===== src/rtl/bcd_digit_field_decoder_defines.svh =====
// Assertion macros for the packed-BCD digit field decoder.
// Included by the RTL file that carries concurrent checks (bdfd_out_stage); no other dependencies.
`ifndef BCD_DIGIT_FIELD_DECODER_DEFINES_SVH
`define BCD_DIGIT_FIELD_DECODER_DEFINES_SVH

`ifndef ASSERT_OFF
// Antecedent holds in a cycle -> consequent holds in the same cycle.
`define BDFD_ASSERT_NOW(lbl, clk, rstn, ante, cons, msg) \
    lbl: assert property (@(posedge clk) disable iff (!(rstn)) (ante) |-> (cons)) \
        else $error(msg);
// Antecedent holds in a cycle -> consequent holds in the next cycle.
`define BDFD_ASSERT_NEXT(lbl, clk, rstn, ante, cons, msg) \
    lbl: assert property (@(posedge clk) disable iff (!(rstn)) (ante) |=> (cons)) \
        else $error(msg);
`else
`define BDFD_ASSERT_NOW(lbl, clk, rstn, ante, cons, msg)
`define BDFD_ASSERT_NEXT(lbl, clk, rstn, ante, cons, msg)
`endif

`endif


===== src/rtl/bdfd_pkg.sv =====
// Package for the packed-BCD digit field decoder: mode codes, character
// constants, per-nibble decode function and the result pair type. No dependencies.
package bdfd_pkg;

    localparam logic [2:0] MODE_PLAIN    = 3'd0;
    localparam logic [2:0] MODE_SWAPPED  = 3'd1;
    localparam logic [2:0] MODE_EXTENDED = 3'd2;
    localparam logic [2:0] MODE_FFILL    = 3'd3;
    localparam logic [2:0] MODE_LETTERS  = 3'd4;
    localparam logic [2:0] MODE_SWLETTER = 3'd5;

    localparam logic       CFG_MODE    = 1'b0;
    localparam logic       CFG_PADDING = 1'b1;

    localparam logic [2:0] MODE_RESET    = MODE_SWAPPED;
    localparam logic [7:0] PADDING_RESET = 8'd70;

    localparam logic [7:0] CH_ZERO  = 8'h30;
    localparam logic [7:0] CH_NINE  = 8'h39;
    localparam logic [7:0] CH_HASH  = 8'h23;
    localparam logic [7:0] CH_STAR  = 8'h2a;
    localparam logic [7:0] CH_A     = 8'h41;
    localparam logic [7:0] CH_E     = 8'h45;
    localparam logic [7:0] CH_F     = 8'h46;

    localparam logic [3:0] NIB_A = 4'ha;
    localparam logic [3:0] NIB_B = 4'hb;
    localparam logic [3:0] NIB_C = 4'hc;
    localparam logic [3:0] NIB_F = 4'hf;

    typedef struct packed {
        logic       keep;
        logic [7:0] ch;
        logic       bad;
    } nib_res_t;

    // Up to two results from one source byte; cnt is 0, 1 or 2.
    typedef struct packed {
        logic [7:0] ch0;
        logic       has0;
        logic [7:0] ch1;
        logic [1:0] cnt;
        logic       last;
        logic       ok;
    } pair_t;

    function automatic nib_res_t decode_nibble(
        input logic [3:0] nib,
        input logic [2:0] mode,
        input logic [7:0] pad
    );
        nib_res_t   r;
        logic [7:0] c;
        logic       checked;
        logic       legal;
        c       = (nib < 4'd10) ? (CH_ZERO + {4'd0, nib}) : (CH_A + {4'd0, nib} - 8'd10);
        checked = 1'b1;
        r.keep  = 1'b1;
        if (mode == MODE_EXTENDED) begin
            if (nib == NIB_A) begin
                c = CH_ZERO;
                checked = 1'b0;
            end else if (nib == NIB_B) begin
                c = CH_HASH;
                checked = 1'b0;
            end else if (nib == NIB_C) begin
                c = CH_STAR;
                checked = 1'b0;
            end
        end
        if (mode == MODE_FFILL && nib == NIB_F) begin
            r.keep = 1'b0;
        end
        if (c == pad) begin
            r.keep = 1'b0;
        end
        legal = (c >= CH_ZERO && c <= CH_NINE)
             || ((mode == MODE_LETTERS || mode == MODE_SWLETTER) && c >= CH_A && c <= CH_E);
        r.bad = r.keep && checked && !legal;
        r.ch  = c;
        return r;
    endfunction

endpackage


===== src/rtl/bcd_digit_field_decoder.sv =====
// Top level of the packed-BCD digit field decoder: configuration registers,
// input register, decode stage and result stage. Uses bdfd_pkg, bdfd_decode, bdfd_out_stage.
//
//   channel   dir   signals                      carries
//   s_axis    in    s_tvalid/s_tready/tdata/tlast  src_byte, last_byte
//   m_axis    out   m_tvalid/m_tready/tdata/tlast/tuser  out_char, end_of_field,
//                                                has_char, field_ok
//   cfg       in    cfg_we/cfg_addr/cfg_data     bcd_mode (0), padding_char (1)
//
// A byte waits in the input register, then in the result stage until every word it
// yields has been taken, one word per transfer; bytes that yield no word are dropped there.
// Sustained rate: one byte per cycle for single-word bytes while m_tready stays high; a
// byte that yields two words holds the result stage until both are taken (single output word port).
// Reset sets mode 1, padding 'F' and re-arms the field-valid flag.
// Input is taken while the result stage still holds a waiting word, if the input register is empty.
module bcd_digit_field_decoder
(
    input  logic        clk,
    input  logic        rst_n,
    input  logic        s_tvalid,
    output logic        s_tready,
    input  logic [7:0]  s_tdata,   // [7:0] src_byte
    input  logic        s_tlast,   // last_byte
    output logic        m_tvalid,
    input  logic        m_tready,
    output logic [7:0]  m_tdata,   // [7:0] out_char
    output logic        m_tlast,   // end_of_field
    output logic [1:0]  m_tuser,   // [0] has_char, [1] field_ok
    input  logic        cfg_we,
    input  logic        cfg_addr,
    input  logic [7:0]  cfg_data
);

    logic [2:0]      mode_reg;
    logic [7:0]      padding_reg;
    logic            in_valid_reg;
    logic            in_valid_next;
    logic [7:0]      in_byte_reg;
    logic            in_last_reg;
    logic            can_load;
    logic            advance;
    logic            in_take;
    bdfd_pkg::pair_t pair;

    always_ff @(posedge clk or negedge rst_n)
    begin
        if (!rst_n) begin
            mode_reg    <= bdfd_pkg::MODE_RESET;
            padding_reg <= bdfd_pkg::PADDING_RESET;
        end else if (cfg_we) begin
            unique case (cfg_addr)
                bdfd_pkg::CFG_MODE:    mode_reg    <= cfg_data[2:0];
                bdfd_pkg::CFG_PADDING: padding_reg <= cfg_data;
                default:               mode_reg    <= mode_reg;
            endcase
        end
    end

    assign advance  = in_valid_reg && can_load;
    assign s_tready = !in_valid_reg || can_load;
    assign in_take  = s_tvalid && s_tready;

    always_comb
    begin
        in_valid_next = in_valid_reg;
        if (advance) begin
            in_valid_next = 1'b0;
        end
        if (in_take) begin
            in_valid_next = 1'b1;
        end
    end

    always_ff @(posedge clk or negedge rst_n)
    begin
        if (!rst_n) begin
            in_valid_reg <= 1'b0;
        end else begin
            in_valid_reg <= in_valid_next;
        end
    end

    // hold the byte until the result stage takes it
    always_ff @(posedge clk)
    begin
        if (in_take) begin
            in_byte_reg <= s_tdata;
            in_last_reg <= s_tlast;
        end
    end

    bdfd_decode u_decode
    (
        .clk          (clk),
        .rst_n        (rst_n),
        .advance      (advance),
        .src_byte     (in_byte_reg),
        .last_byte    (in_last_reg),
        .bcd_mode     (mode_reg),
        .padding_char (padding_reg),
        .pair         (pair)
    );

    bdfd_out_stage u_out
    (
        .clk      (clk),
        .rst_n    (rst_n),
        .load     (advance),
        .pair_in  (pair),
        .can_load (can_load),
        .m_tvalid (m_tvalid),
        .m_tready (m_tready),
        .m_tdata  (m_tdata),
        .m_tlast  (m_tlast),
        .m_tuser  (m_tuser)
    );

endmodule


===== src/rtl/bdfd_decode.sv =====
// Decode stage: splits a registered source byte into two nibbles, maps them per
// mode and holds the sticky field-valid flag. Uses bdfd_pkg.
module bdfd_decode
(
    input  logic               clk,
    input  logic               rst_n,
    input  logic               advance,
    input  logic [7:0]         src_byte,
    input  logic               last_byte,
    input  logic [2:0]         bcd_mode,
    input  logic [7:0]         padding_char,
    output bdfd_pkg::pair_t    pair
);

    logic               valid_so_far_reg;
    logic               valid_so_far_next;
    logic [2:0]         mode;
    logic               swap;
    logic [3:0]         nib_first;
    logic [3:0]         nib_second;
    bdfd_pkg::nib_res_t res_first;
    bdfd_pkg::nib_res_t res_second;
    logic               byte_ok;

    // Undefined mode codes fall back to plain.
    assign mode = (bcd_mode > bdfd_pkg::MODE_SWLETTER) ? bdfd_pkg::MODE_PLAIN : bcd_mode;
    assign swap = (mode == bdfd_pkg::MODE_SWAPPED) || (mode == bdfd_pkg::MODE_SWLETTER);

    assign nib_first  = swap ? src_byte[3:0] : src_byte[7:4];
    assign nib_second = swap ? src_byte[7:4] : src_byte[3:0];

    assign res_first  = bdfd_pkg::decode_nibble(nib_first, mode, padding_char);
    assign res_second = bdfd_pkg::decode_nibble(nib_second, mode, padding_char);

    assign byte_ok = valid_so_far_reg && !res_first.bad && !res_second.bad;

    always_comb
    begin
        pair.last = last_byte;
        pair.ok   = byte_ok;
        pair.ch1  = res_second.ch;
        if (res_first.keep && res_second.keep) begin
            pair.ch0  = res_first.ch;
            pair.has0 = 1'b1;
            pair.cnt  = 2'd2;
        end else if (res_first.keep) begin
            pair.ch0  = res_first.ch;
            pair.has0 = 1'b1;
            pair.cnt  = 2'd1;
        end else if (res_second.keep) begin
            pair.ch0  = res_second.ch;
            pair.has0 = 1'b1;
            pair.cnt  = 2'd1;
        end else begin
            // empty byte: a final one still yields a bare end-of-field word
            pair.ch0  = 8'd0;
            pair.has0 = 1'b0;
            pair.cnt  = last_byte ? 2'd1 : 2'd0;
        end
    end

    assign valid_so_far_next = last_byte ? 1'b1 : byte_ok;

    always_ff @(posedge clk or negedge rst_n)
    begin
        if (!rst_n) begin
            valid_so_far_reg <= 1'b1;
        end else if (advance) begin
            valid_so_far_reg <= valid_so_far_next;
        end
    end

endmodule


===== src/rtl/bdfd_out_stage.sv =====
// Result stage: holds one decoded byte's results and hands them out one word
// at a time on the master stream. Uses bdfd_pkg and the assertion macros.
`include "bcd_digit_field_decoder_defines.svh"

module bdfd_out_stage
(
    input  logic               clk,
    input  logic               rst_n,
    input  logic               load,
    input  bdfd_pkg::pair_t    pair_in,
    output logic               can_load,
    output logic               m_tvalid,
    input  logic               m_tready,
    output logic [7:0]         m_tdata,   // [7:0] out_char
    output logic               m_tlast,   // end_of_field
    output logic [1:0]         m_tuser    // [0] has_char, [1] field_ok
);

    bdfd_pkg::pair_t pair_reg;
    logic            valid_reg;
    logic            valid_next;
    logic            idx_reg;
    logic            idx_next;
    logic            final_word;
    logic            take;

    assign final_word = ({1'b0, idx_reg} == (pair_reg.cnt - 2'd1));
    assign take       = valid_reg && m_tready;
    assign can_load   = !valid_reg || (m_tready && final_word);

    always_comb
    begin
        valid_next = valid_reg;
        idx_next   = idx_reg;
        if (take) begin
            if (final_word) begin
                valid_next = 1'b0;
                idx_next   = 1'b0;
            end else begin
                idx_next   = 1'b1;
            end
        end
        // drop bytes that give no word
        if (load) begin
            valid_next = (pair_in.cnt != 2'd0);
            idx_next   = 1'b0;
        end
    end

    always_ff @(posedge clk or negedge rst_n)
    begin
        if (!rst_n) begin
            valid_reg <= 1'b0;
            idx_reg   <= 1'b0;
        end else begin
            valid_reg <= valid_next;
            idx_reg   <= idx_next;
        end
    end

    always_ff @(posedge clk)
    begin
        if (load) begin
            pair_reg <= pair_in;
        end
    end

    assign m_tvalid   = valid_reg;
    assign m_tdata    = idx_reg ? pair_reg.ch1 : pair_reg.ch0;
    assign m_tuser[0] = idx_reg ? 1'b1 : pair_reg.has0;
    assign m_tlast    = pair_reg.last && final_word;
    assign m_tuser[1] = pair_reg.last && final_word && pair_reg.ok;

    `BDFD_ASSERT_NOW(a_cnt_nonzero, clk, rst_n, valid_reg, pair_reg.cnt != 2'd0, "empty result held")
    `BDFD_ASSERT_NOW(a_idx_range, clk, rst_n, valid_reg && idx_reg, pair_reg.cnt == 2'd2, "second word of single-result byte")
    `BDFD_ASSERT_NEXT(a_second_follows, clk, rst_n, take && !final_word && !load, valid_reg && idx_reg, "second word lost")
    `BDFD_ASSERT_NOW(a_no_overwrite, clk, rst_n, load, !valid_reg || (take && final_word), "pending word overwritten")

endmodule


===== config.mk =====
export PLATFORM = sky130hd
export DESIGN_NAME = bcd_digit_field_decoder
export DESIGN_NICKNAME = d
export VERILOG_FILES = /design/src/rtl/bdfd_pkg.sv /design/src/rtl/bcd_digit_field_decoder.sv /design/src/rtl/bdfd_decode.sv /design/src/rtl/bdfd_out_stage.sv
export VERILOG_INCLUDE_DIRS = /design/src /design/src/rtl
export SDC_FILE = /design/constraint.sdc
export NUM_CORES = 1
export LEC_CHECK = 0
export BUFFER_PORTS_ARGS = -buffer_cell sky130_fd_sc_hd__buf_2
export CAP_MARGIN = 20
export CORE_MARGIN = 1.5
export CORE_UTILIZATION = 50
export CTS_BUF_LIST = sky130_fd_sc_hd__clkbuf_2
export CTS_CLUSTER_SIZE = 10
export DETAILED_ROUTE_END_ITERATION = 6
export GPL_TIMING_DRIVEN = 0
export MAX_ROUTING_LAYER = met4
export PLACE_DENSITY = 0.75
export SYNTH_ARGS = -nofsm -noshare
export SYNTH_HDL_FRONTEND = slang
export SYNTH_HIERARCHICAL = 1
export SYNTH_SLANG_ARGS = --single-unit

===== constraint.sdc =====
create_clock -name clk -period 4.8 [get_ports clk]
set_input_delay 1.44 -clock clk [delete_from_list [all_inputs] [get_ports clk]]
set_output_delay 1.44 -clock clk [all_outputs]
set_load 0.01 [all_outputs]

### After elaboration in Yosys (flattened, before gate mapping)

Cells that the tools add are included.

* register bits: 45
* bits of input ports: 23
* output and inout bits: 13
* logic and storage cells: 133

* $add $sub $neg: 7
* order comparisons: 11
* equal/unequal tests: 16
* mux-type cells: 43
* bitwise logic cells: 1
* reduce and logical (&&, ||, !) cells: 41

Operator list (number)
* $mux 8: 11
* $eq 4x4->1 const B: 8
* $mux 9: 3
* $mux 1: 23
* $logic_and 1x1->1: 21
* $add 7x4->8 const A: 2
* $eq 8x8->1: 2
* $ge 8x6->1 const B: 2
* $ge 8x7->1 const B: 2
* $le 8x6->1 const B: 2
* $le 8x7->1 const B: 2
* $sub 8x4->8 const B: 2
* $add 6x4->7 const A: 2
* $lt 4x4->1 const B: 2
* $mux 4: 2
* $reduce_bool 2->1: 4
* $eq 3x2->1 const B: 2
* $eq 3x3->1 const B: 2
* $logic_not 1->1: 6
* $logic_or 1x1->1: 6
* $mux 2: 3
* $reduce_and 2->1: 3
* $eq 3x1->1 const B: 1
* $gt 3x3->1 const B: 1
* other kinds (5): 5

### Logic depth before layout (Yosys ltp)

Gate-level depths: netlist of run 1.

* word-level depth: 22
* gate-level depth with buffers: 17
* gate-level depth less buffers: 15

### By module

Netlist of run 1, hierarchy kept.

Modules (own cells, without submodules)
* bdfd_decode: instances 1, cells an instance 202, area an instance 1492.7 µm², sequential area each 26.3 µm²
* bdfd_out_stage: instances 1, cells an instance 46, area an instance 908.4 µm², sequential area each 680.7 µm²
* bcd_digit_field_decoder: instances 1, cells an instance 38, area an instance 739.5 µm², sequential area each 575.6 µm²

### Least setup slack after synthesis of run 1

OpenSTA, ideal clock, no wires.

* path kind: register to register
* start: register mode_reg[0]
* end: register u_out.valid_reg (netlist: u_out/m_tvalid)
* setup time: 0.082 ns
* arrival time: 3.669 ns
* required time: 4.718 ns
* path slack: 1.049 ns
* stages on the path, launching flop included: 16
* buffers on the path: 1
* period minus slack after synthesis: 3.751 ns
* cell sequence: dfstp_2 nor2b_4 buf_8 mux2i_1 inv_1 ha_1 or2_2 and3_1 or3_1 xnor2_1 a211oi_1 o2111ai_1 nand2_2 mux2i_1 o22ai_1 a31oi_1

RTL lines
* from (decl): RTL line bcd_digit_field_decoder.sv:34 `logic [2:0] mode_reg;`
* from (signal assigned): RTL line bcd_digit_field_decoder.sv:48 `mode_reg <= bdfd_pkg::MODE_RESET;`
* from (signal assigned): RTL line bcd_digit_field_decoder.sv:52 `bdfd_pkg::CFG_MODE: mode_reg <= cfg_data[2:0];`
* from (signal assigned): RTL line bcd_digit_field_decoder.sv:54 `default: mode_reg <= mode_reg;`
* to (signal assigned): RTL line bdfd_out_stage.sv:56 `valid_reg <= valid_next;`
* to (decl): RTL line bdfd_out_stage.sv:20 `logic valid_reg;`

==> flow_summary.ini, run 1 <==
[status]
status = complete, no violations

[power_and_ir_drop]
pwr_density_cell_nw_per_um2 = 450
ir_worst_vdd_mv = 0.315
power.total_w = 0.00157
leakagePower_nw = 1.43

[routing]
ant_nets = 0
dr_wl_met2_um = 3040
vias_per_cell = 5.90
drtPass1Iterations = 5
met3WireLength_um = 405
highest_layer = met4
wl_um = 6320
wl_per_cell_um = 15.6
via_count = 2395
wl_met1_um = 2790
drcViolationCount = 0
drt_iter0_drc = 146

[sta]
hold_ws_ps = 550
relSlewSlack_pct = 54.3
rsz0062_at_grt = false
min_period_ps = 4430
finalSetupViolations = 0
finalMaxSlewViolations = 0
maxClockFrequency_mhz = 226
fin_skew_ps = 16.1
worst_pin_slew_ps = 680
fin_setup_tns_ps = 0
finalHoldViolCount = 0
post-route-period-util_pct = 92.3

[die]
ios = 36
initial_core_util_pct = 52.4
design.die.area_um2 = 6770
die_w_um = 82.3
die_h_um = 82.3
row_count = 28
core_area_um2 = 5990

[clock_tree]
ctsRootBufferMaster = clkbuf_2
clockBufferDepth = 2
clkTransAtPathRegs_ps = 220
cts_sinks = 45
worstSkewPairLatency_ps = 400
numCtsBuffers = 5
cts_tree = done
h-tree-depth = 2
holdBufCountCts = 0

[synth]
synth_top_area_share_pct = 28.7
synth_seq_cells = 45
synth_fa_ha_area_share_pct = 1.99
syn_inst = 286
synth_xor_area_share_pct = 1.67
synth_edf_count = 30
synth_top_family_by_area = simple AND/OR/NAND/NOR gates
synth_ff_type = edfxtp_1
synthMuxAreaShare_pct = 14.5
ys_warn_count = 6
synth_area_um2 = 3140
synth-compound-area-share_pct = 15.9
synth-seq-area-share_pct = 40.8
synth.avg_cell_area_um2 = 11.0
yosys-top-cells-area = edfxtp_1, dfrtp_1, mux2_2
yosys.area_share.simple_pct = 20.2
yosys.area.top_type = edfxtp_1
synth.distinct_cells = 76
synth-async-reset-ratio_pct = 33.3

[place]
io_buffers = 35
hpwlAfterDp_um = 4930
place_area_um2 = 3410
place.gp.congestion = 0.973

[critical_path]
crit_path_start = mode_reg[0]$_DFFE_PN1P_
r2r_start = mode_reg[0]$_DFFE_PN1P_
reg2reg_to = u_out/m_tvalid$_DFFE_PN0P_
criticalPathCategory = register to register
cp_data_arrival_time_ps = 4770
r2r_cells = 15
crit_fanout = 10
crit_end = u_out/m_tvalid$_DFFE_PN0P_
cp.required_ps = 5140
end_kind = register
reg2reg_slack_ps = 370
cp-start-kind = register

[layout]
post-route-util_pct = 58.3
design_area_um2 = 3490
drive_above_1_share_pct = 30.8
layout_common_cells = buf_2, edfxtp_1, nand2_1, mux2_2
largest_reg_flops = 21
diodes = 0
area_growth_pct = 11.2
final_common_cell = buf_2
nets = 358

[grt]
antenna_found_initial = 0
grt_pass1_vias = 2160
grt_max_degree = 27
grt_overflow = 0
grt_pass1_wl_um = 10300
gr-usage-all-layers_pct = 20.7

[min_path]
hold_path.class = register to register

[run]
drv_cap = 0
## cells in the mapped netlist, types with 4 or more instances
| cell type | number |
|---|---|
| a211oi_1 | 4 |
| mux2_4 | 8 |
| xnor2_1 | 4 |
| and3_1 | 6 |
| nand3_1 | 13 |
| nor2_1 | 9 |
| nand2_1 | 19 |
| nand2b_1 | 13 |
| clkbuf_1 | 4 |
| and2_1 | 6 |
| a21oi_1 | 9 |
| dfrtp_1 | 10 |
| edfxtp_1 | 30 |
| o21ai_0 | 8 |
| buf_4 | 4 |
| mux2i_1 | 13 |
| ha_1 | 5 |
| nor2b_1 | 5 |
| mux2_2 | 15 |
| dfstp_2 | 5 |
| inv_1 | 13 |
## stage by stage
| stage | cells | setup slack [ps] |
|---|---|---|
| after global placement | 397 | 375 |
| final | 406 | 368 |
| after floorplan | 287 | 1050 |
| after global routing | 406 | 85.2 |
| after CTS | 405 | 303 |
| after detailed placement | 397 | 371 |
## cell families (layout without fill, tap and decap cells)
logic type	count (synthesis)	after routing
adder cells (fa/ha/maj)	5	5
buffers and inverters	26	70
other	1	2
flip-flops	45	45
multiplexers	38	38
XOR/XNOR	6	6
AO/OA/AOI/OAI	62	62
AND/OR/NAND/NOR	103	103
## routing by layer
metal | track usage (%) | vias up
met3 | 3.19 | 11
met1 | 26.9 | 1125
li1 | - | 1169
met5 | - | -
met2 | 33.8 | 90
met4 | 5.42 | 0
## timing repair
item | 4_1_cts | 5_1_grt
resized for setup | 0 | 1
setup endpoints to repair | 0 | 1
buffers inserted | 0 | 0
## power by group
| group | leakage [nW] | switching (W) | internal, W | total, W |
|---|---|---|---|---|
| combinational | 0.959 | 0.000430 | 0.000371 | 0.000801 |
| sequential | 0.444 | 0.0000592 | 0.000556 | 0.000615 |
| clock | 0.0294 | 0.000119 | 0.0000369 | 0.000156 |
| total | 1.43 | 0.000608 | 0.000963 | 0.00157 |
## area by class of cell
class	instances	area, um2
fill	514	2500
multi-input combinational	216	1720
sequential	45	1280
timing repair buffer	36	203
buffer	13	98.8
tap	75	93.8
inverter	13	48.8
clock buffer	5	25.0
clock inverter	3	21.3
## how the worst min path moves through the flow
stage          cells past startpoint                                     to  slack, ps                                   from
3_5_place_dp                       2               in_valid_reg$_DFFE_PN0P_        510               in_valid_reg$_DFFE_PN0P_
5_1_grt                            1  u_decode/valid_so_far_reg$_DFFE_PN1P_        600  u_decode/valid_so_far_reg$_DFFE_PN1P_
6_report                           2               in_valid_reg$_DFFE_PN0P_        550               in_valid_reg$_DFFE_PN0P_
3_3_place_gp                       2               in_valid_reg$_DFFE_PN0P_        500               in_valid_reg$_DFFE_PN0P_
2_1_floorplan                      1                mode_reg[1]$_DFFE_PN0P_        520                mode_reg[1]$_DFFE_PN0P_
4_1_cts                            2               in_valid_reg$_DFFE_PN0P_        560               in_valid_reg$_DFFE_PN0P_
## critical path, cell delays in order (launching register included)
cell,delay (ps)
dfstp_2,620
nand2b_1,60
buf_2,200
mux2i_1,400
inv_1,190
ha_1,280
or2_2,290
and3_1,230
or3_1,490
xnor2_1,170
a211oi_1,320
o2111ai_2,290
nand2_2,240
mux2i_1,300
o22ai_1,140
a31oi_1,170
Power figures use the tool's default switching activity.
==> run 2, diff against run 1 <==
REMOVE_ABC_BUFFERS = 1   (was unset)
==> run 2 against run 1 <==
  * Die area unchanged
  * Critical path depth fell by 1
  * Final cell count decreased by 2.5%
  * Largest power group unchanged
  * Sequential share of layout area up 0.76 points
  * Worst setup slack lost 120 ps
  * Sequential power grew 6.5%
  * Utilization is 1.1 points lower
  * Fmax shrank 2.7%
  * Hold slack worse by 22 ps
  * Combinational power decreased by 6.5%
==> flow_summary.ini, run 2 (synthesis gave the netlist of run 1 again) <==
[sta]
maxClockFrequency_mhz = 220
finalHoldViolCount = 0
finalMaxSlewViolations = 0
hold_ws_ps = 528
finalWorstSetupSlack_ps = 247
min_period_ps = 4550
rsz0062_at_grt = false
relSlewSlack_pct = 54.5
finalSetupViolations = 0
worst_pin_slew_ps = 678
fin_setup_tns_ps = 0
post-route-period-util_pct = 94.9
fin_skew_ps = 22.9

[clock_tree]
cts_sinks = 45
holdBufCountCts = 0
cts_tree = done
ctsRootBufferMaster = clkbuf_2
worstSkewPairLatency_ps = 440
clkTransAtPathRegs_ps = 260
clockBufferDepth = 2
numCtsBuffers = 5
h-tree-depth = 2

[critical_path]
cp.required_ps = 5190
reg2reg_to = u_out/m_tvalid$_DFFE_PN0P_
end_kind = register
criticalPathCategory = register to register
reg2reg_slack_ps = 250
cp_data_arrival_time_ps = 4940
r2r_cells = 14
cp-start-kind = register
crit_family = simple AND/OR/NAND/NOR gates
cpPeakStageDelay_ps = 740
r2r_start = mode_reg[0]$_DFFE_PN1P_
cpMaxStageDelayCell = dfstp_2
path_buf_inv = 1
crit_chain = nand2b_2 -> mux2i_2 -> inv_1 -> ha_1 -> or2_2 -> and3_1 -> or3_1 -> xnor2_1 -> a211oi_1 -> o2111ai_1 -> nand2_2 -> mux2i_1 -> o22ai_1 -> a31oi_1
crit_fanout = 14

[run]
drv_cap = 0

[die]
core_area_um2 = 5990
design.die.area_um2 = 6770
die_h_um = 82.3
die_w_um = 82.3
initial_core_util_pct = 52.4
row_count = 28
ios = 36

[min_path]
hold_start = in_last_reg$_DFFE_PP_
holdPathStages = 0
hold_path.class = register to register
min_to = u_out/pair_reg[1]$_DFFE_PP_

[grt]
gr-usage-all-layers_pct = 21.1
grt_pass1_wl_um = 10500
grt_pass1_vias = 2152
antenna_found_initial = 0
grt_max_degree = 27
grt_overflow = 0

[place]
preCtsSetupSlack_ps = 121
io_buffers = 35
dpl.cell_count = 384
hpwlAfterDp_um = 4990
place.gp.congestion = 0.977
place_area_um2 = 3310

[layout]
area_growth_pct = 9.08
final_common_cell = buf_2
fill_cells = 524
drive_above_1_share_pct = 30.8
nets = 348
design_area_um2 = 3430
layout_common_cells = buf_2, edfxtp_1, nand2_1, mux2_2
diodes = 0
largest_reg_flops = 21
instances_no_fill = 396

[power_and_ir_drop]
pwr_density_cell_nw_per_um2 = 461
leakagePower_nw = 1.39
ir_worst_vdd_mv = 0.246

[routing]
wl_per_cell_um = 17.1
ant_nets = 0
wl_um = 6770
via_count = 2415
vias_per_cell = 6.10
drcViolationCount = 0
drtPass1Iterations = 4
drt_iter0_drc = 180

[status]
status = complete, no violations
==> run 2: cell count changes in the layout (fill, tap and decap cells not counted), moves of 2 or more <==
| cell | delta |
|---|---|
| mux2i_1 | -2 |
| mux2i_2 | +2 |
| buf_6 | -3 |
| clkbuf_1 | -4 |
==> run 2: area by class of cell <==
type	instances	area (um2)	area share, %
clock buffer	5	25.0	0.730
clock inverter	3	25.0	0.730
inverter	13	48.8	1.42
multi-input combinational	216	1720	50.3
sequential	45	1280	37.5
tap	75	93.8	2.74
timing repair buffer	39	225	6.57
==> run 2: worst max path at each step <==
stage               slack (ps)               startpoint                    endpoint  depth (start not counted)
finish                     250  mode_reg[0]$_DFFE_PN1P_  u_out/m_tvalid$_DFFE_PN0P_                         14
global route                80  mode_reg[0]$_DFFE_PN1P_  u_out/m_tvalid$_DFFE_PN0P_                         14
CTS                         80  mode_reg[1]$_DFFE_PN0P_  u_out/m_tvalid$_DFFE_PN0P_                         14
detailed placement         120  mode_reg[1]$_DFFE_PN0P_  u_out/m_tvalid$_DFFE_PN0P_                         14
global placement           180  mode_reg[1]$_DFFE_PN0P_  u_out/m_tvalid$_DFFE_PN0P_                         14
floorplan                  900  mode_reg[1]$_DFFE_PN0P_  u_out/m_tvalid$_DFFE_PN0P_                         14
==> run 2: what timing repair did <==
item,CTS,global route
buffers inserted,0,3
endpoints found under the setup margin,0,2
hold endpoints to repair,0,0
resized for setup,0,4
==> run 2: power breakdown <==
part	leakage [nW]	internal, W	switching [W]
Combinational	0.917	0.000351	0.000398
Clock	0.0296	0.0000388	0.000137
Sequential	0.443	0.000557	0.0000981
Total	1.39	0.000947	0.000634
==> run 2: stage by stage <==
stage	utilization, %	total power (W)
floorplan	-	0.00117
global placement	55.3	0.00134
detailed placement	55.3	0.00137
CTS	56.2	0.00154
global route	57.2	0.00168
finish	57.2	0.00158
==> run 2: metal layers <==
layer | track usage (%) | wire length [um] | up-vias
met4 | 8.81 | 178 | 0
met2 | 33.1 | 3290 | 100
li1 | - | - | 1153
met5 | - | 0 | -
met1 | 26.6 | 2890 | 1143
met3 | 4.07 | 405 | 19
==> run 3, diff against run 2 <==
PLACE_DENSITY = 0.78   (was 0.75)
==> run 3 against run 2 <==
  * Sequential cell count is the same
  * Utilization shrank 0.67 points
  * Fmax grew 3.1%
  * Sequential power is essentially flat
  * Highest routed layer unchanged
  * Critical endpoint unchanged
  * Die area is the same
  * Cell area shrank 1.2%
  * Via count shrank 2.0%
==> flow_summary.ini, run 3 (synthesis gave the netlist of run 1 again) <==
[status]
status = complete, no violations

[clock_tree]
clkTransAtPathRegs_ps = 250
cts_sinks = 45
holdBufCountCts = 0
h-tree-depth = 2
clockBufferDepth = 2
numCtsBuffers = 5
worstSkewPairLatency_ps = 430
ctsRootBufferMaster = clkbuf_2
cts_tree = done

[sta]
finalSetupViolations = 0
finalMaxSlewViolations = 0
post-route-period-util_pct = 92.0
finalHoldViolCount = 0
min_period_ps = 4420
hold_ws_ps = 493
fin_setup_tns_ps = 0
worst_pin_slew_ps = 1040
maxClockFrequency_mhz = 226
rsz0062_at_grt = false
relSlewSlack_pct = 30.6
fin_skew_ps = 26.6

[power_and_ir_drop]
ir_worst_vdd_mv = 0.209
power.total_w = 0.00153
leakagePower_nw = 1.37
pwr_density_cell_nw_per_um2 = 453

[critical_path]
reg2reg_to = u_out/m_tvalid$_DFFE_PN0P_
cp-start-kind = register
cp.required_ps = 5180
reg2reg_slack_ps = 380
r2r_cells = 14
cp_data_arrival_time_ps = 4790
crit_fanout = 14
r2r_start = mode_reg[0]$_DFFE_PN1P_
end_kind = register
criticalPathCategory = register to register

[routing]
wl_um = 6580
drcViolationCount = 0
via_count = 2367
ant_nets = 0
drtPass1Iterations = 4
vias_per_cell = 6.02
drt_iter0_drc = 202
wl_per_cell_um = 16.7

[grt]
grt_max_degree = 27
grt_overflow = 0
antenna_found_initial = 0
gr-usage-all-layers_pct = 21.6
grt_pass1_wl_um = 10700
grt_pass1_vias = 2216

[place]
io_buffers = 35
dpl.cell_count = 384
hpwlAfterDp_um = 5000
place.gp.congestion = 0.934

[die]
ios = 36
core_area_um2 = 5990
initial_core_util_pct = 52.4
design.die.area_um2 = 6770
die_w_um = 82.3
die_h_um = 82.3
row_count = 28

[layout]
instances_no_fill = 393
largest_reg_flops = 21
layout_common_cells = buf_2, edfxtp_1, nand2_1, mux2_2
drive_above_1_share_pct = 30.5
post-route-util_pct = 56.5
nets = 345
area_growth_pct = 7.81
final_common_cell = buf_2
diodes = 0

[min_path]
holdPathStages = 0
hold_start = in_last_reg$_DFFE_PP_
min_to = u_out/pair_reg[1]$_DFFE_PP_
hold_path.class = register to register

[run]
drv_cap = 0
run 3: cell types whose count changed in the layout (fill, tap and decap cells not counted), sizes merged:
| cell | previous run | this run |
|---|---|---|
| buf | 39 | 36 |
run 3: timing repair:
action | in CTS | in global routing
endpoints found under the setup margin | 0 | 9
buffers inserted | 0 | 1
endpoints found under the hold margin | 0 | 0
gates resized for setup | 0 | 5
run 3: critical path, cell delays in order, from the launching register on:
cell and delay [ps]:
dfstp_2 750, nand2b_2 250, mux2i_2 380, inv_1 150, ha_1 270, or2_2 290, and3_1 240, or3_1 510
xnor2_1 170, a211oi_1 290, o2111ai_2 290, nand2_2 240, mux2i_1 250, o22ai_1 110, a31oi_1 180
run 3: worst max-delay path by stage:
| stage | start | endpoint |
|---|---|---|
| global route | mode_reg[0]$_DFFE_PN1P_ | u_out/m_tvalid$_DFFE_PN0P_ |
| CTS | mode_reg[1]$_DFFE_PN0P_ | u_out/m_tvalid$_DFFE_PN0P_ |
| detailed placement | mode_reg[1]$_DFFE_PN0P_ | u_out/m_tvalid$_DFFE_PN0P_ |
| floorplan | mode_reg[1]$_DFFE_PN0P_ | u_out/m_tvalid$_DFFE_PN0P_ |
| finish | mode_reg[0]$_DFFE_PN1P_ | u_out/m_tvalid$_DFFE_PN0P_ |
| global placement | mode_reg[1]$_DFFE_PN0P_ | u_out/m_tvalid$_DFFE_PN0P_ |
run 3: layer usage:
| metal | GRT usage, % | vias to the layer above | share of wire [%] |
|---|---|---|---|
| met2 | 33.9 | 63 | 50 |
| li1 | - | 1139 | - |
| met3 | 3.08 | 15 | 3.5 |
| met1 | 27.8 | 1150 | 44 |
| met5 | - | - | 0 |
| met4 | 9.32 | 0 | 2.5 |
run 3: final cells by class:
cell class / count / area, um2
Clock buffer: 5 / 25.0
Clock inverter: 3 / 21.3
Fill cell: 523 / 2610
Inverter: 13 / 48.8
Multi-Input combinational cell: 216 / 1730
Sequential cell: 45 / 1280
Tap cell: 75 / 93.8
Timing Repair Buffer: 36 / 183
run 3: report_power, final:
part	internal (W)	total (W)	switching, W	leakage, nW
clock network	0.0000368	0.000164	0.000127	0.0294
registers	0.000559	0.000657	0.0000981	0.443
logic	0.000327	0.000712	0.000385	0.895
total	0.000923	0.00153	0.000610	1.37
run 3: per-stage QoR:
step           setup slack [ps]  area [um2]
3_3_place_gp                168        3310
4_1_cts                    46.1        3360
2_1_floorplan               898        3050
5_1_grt                     150        3390
6_report                    384        3390
3_5_place_dp                101        3310
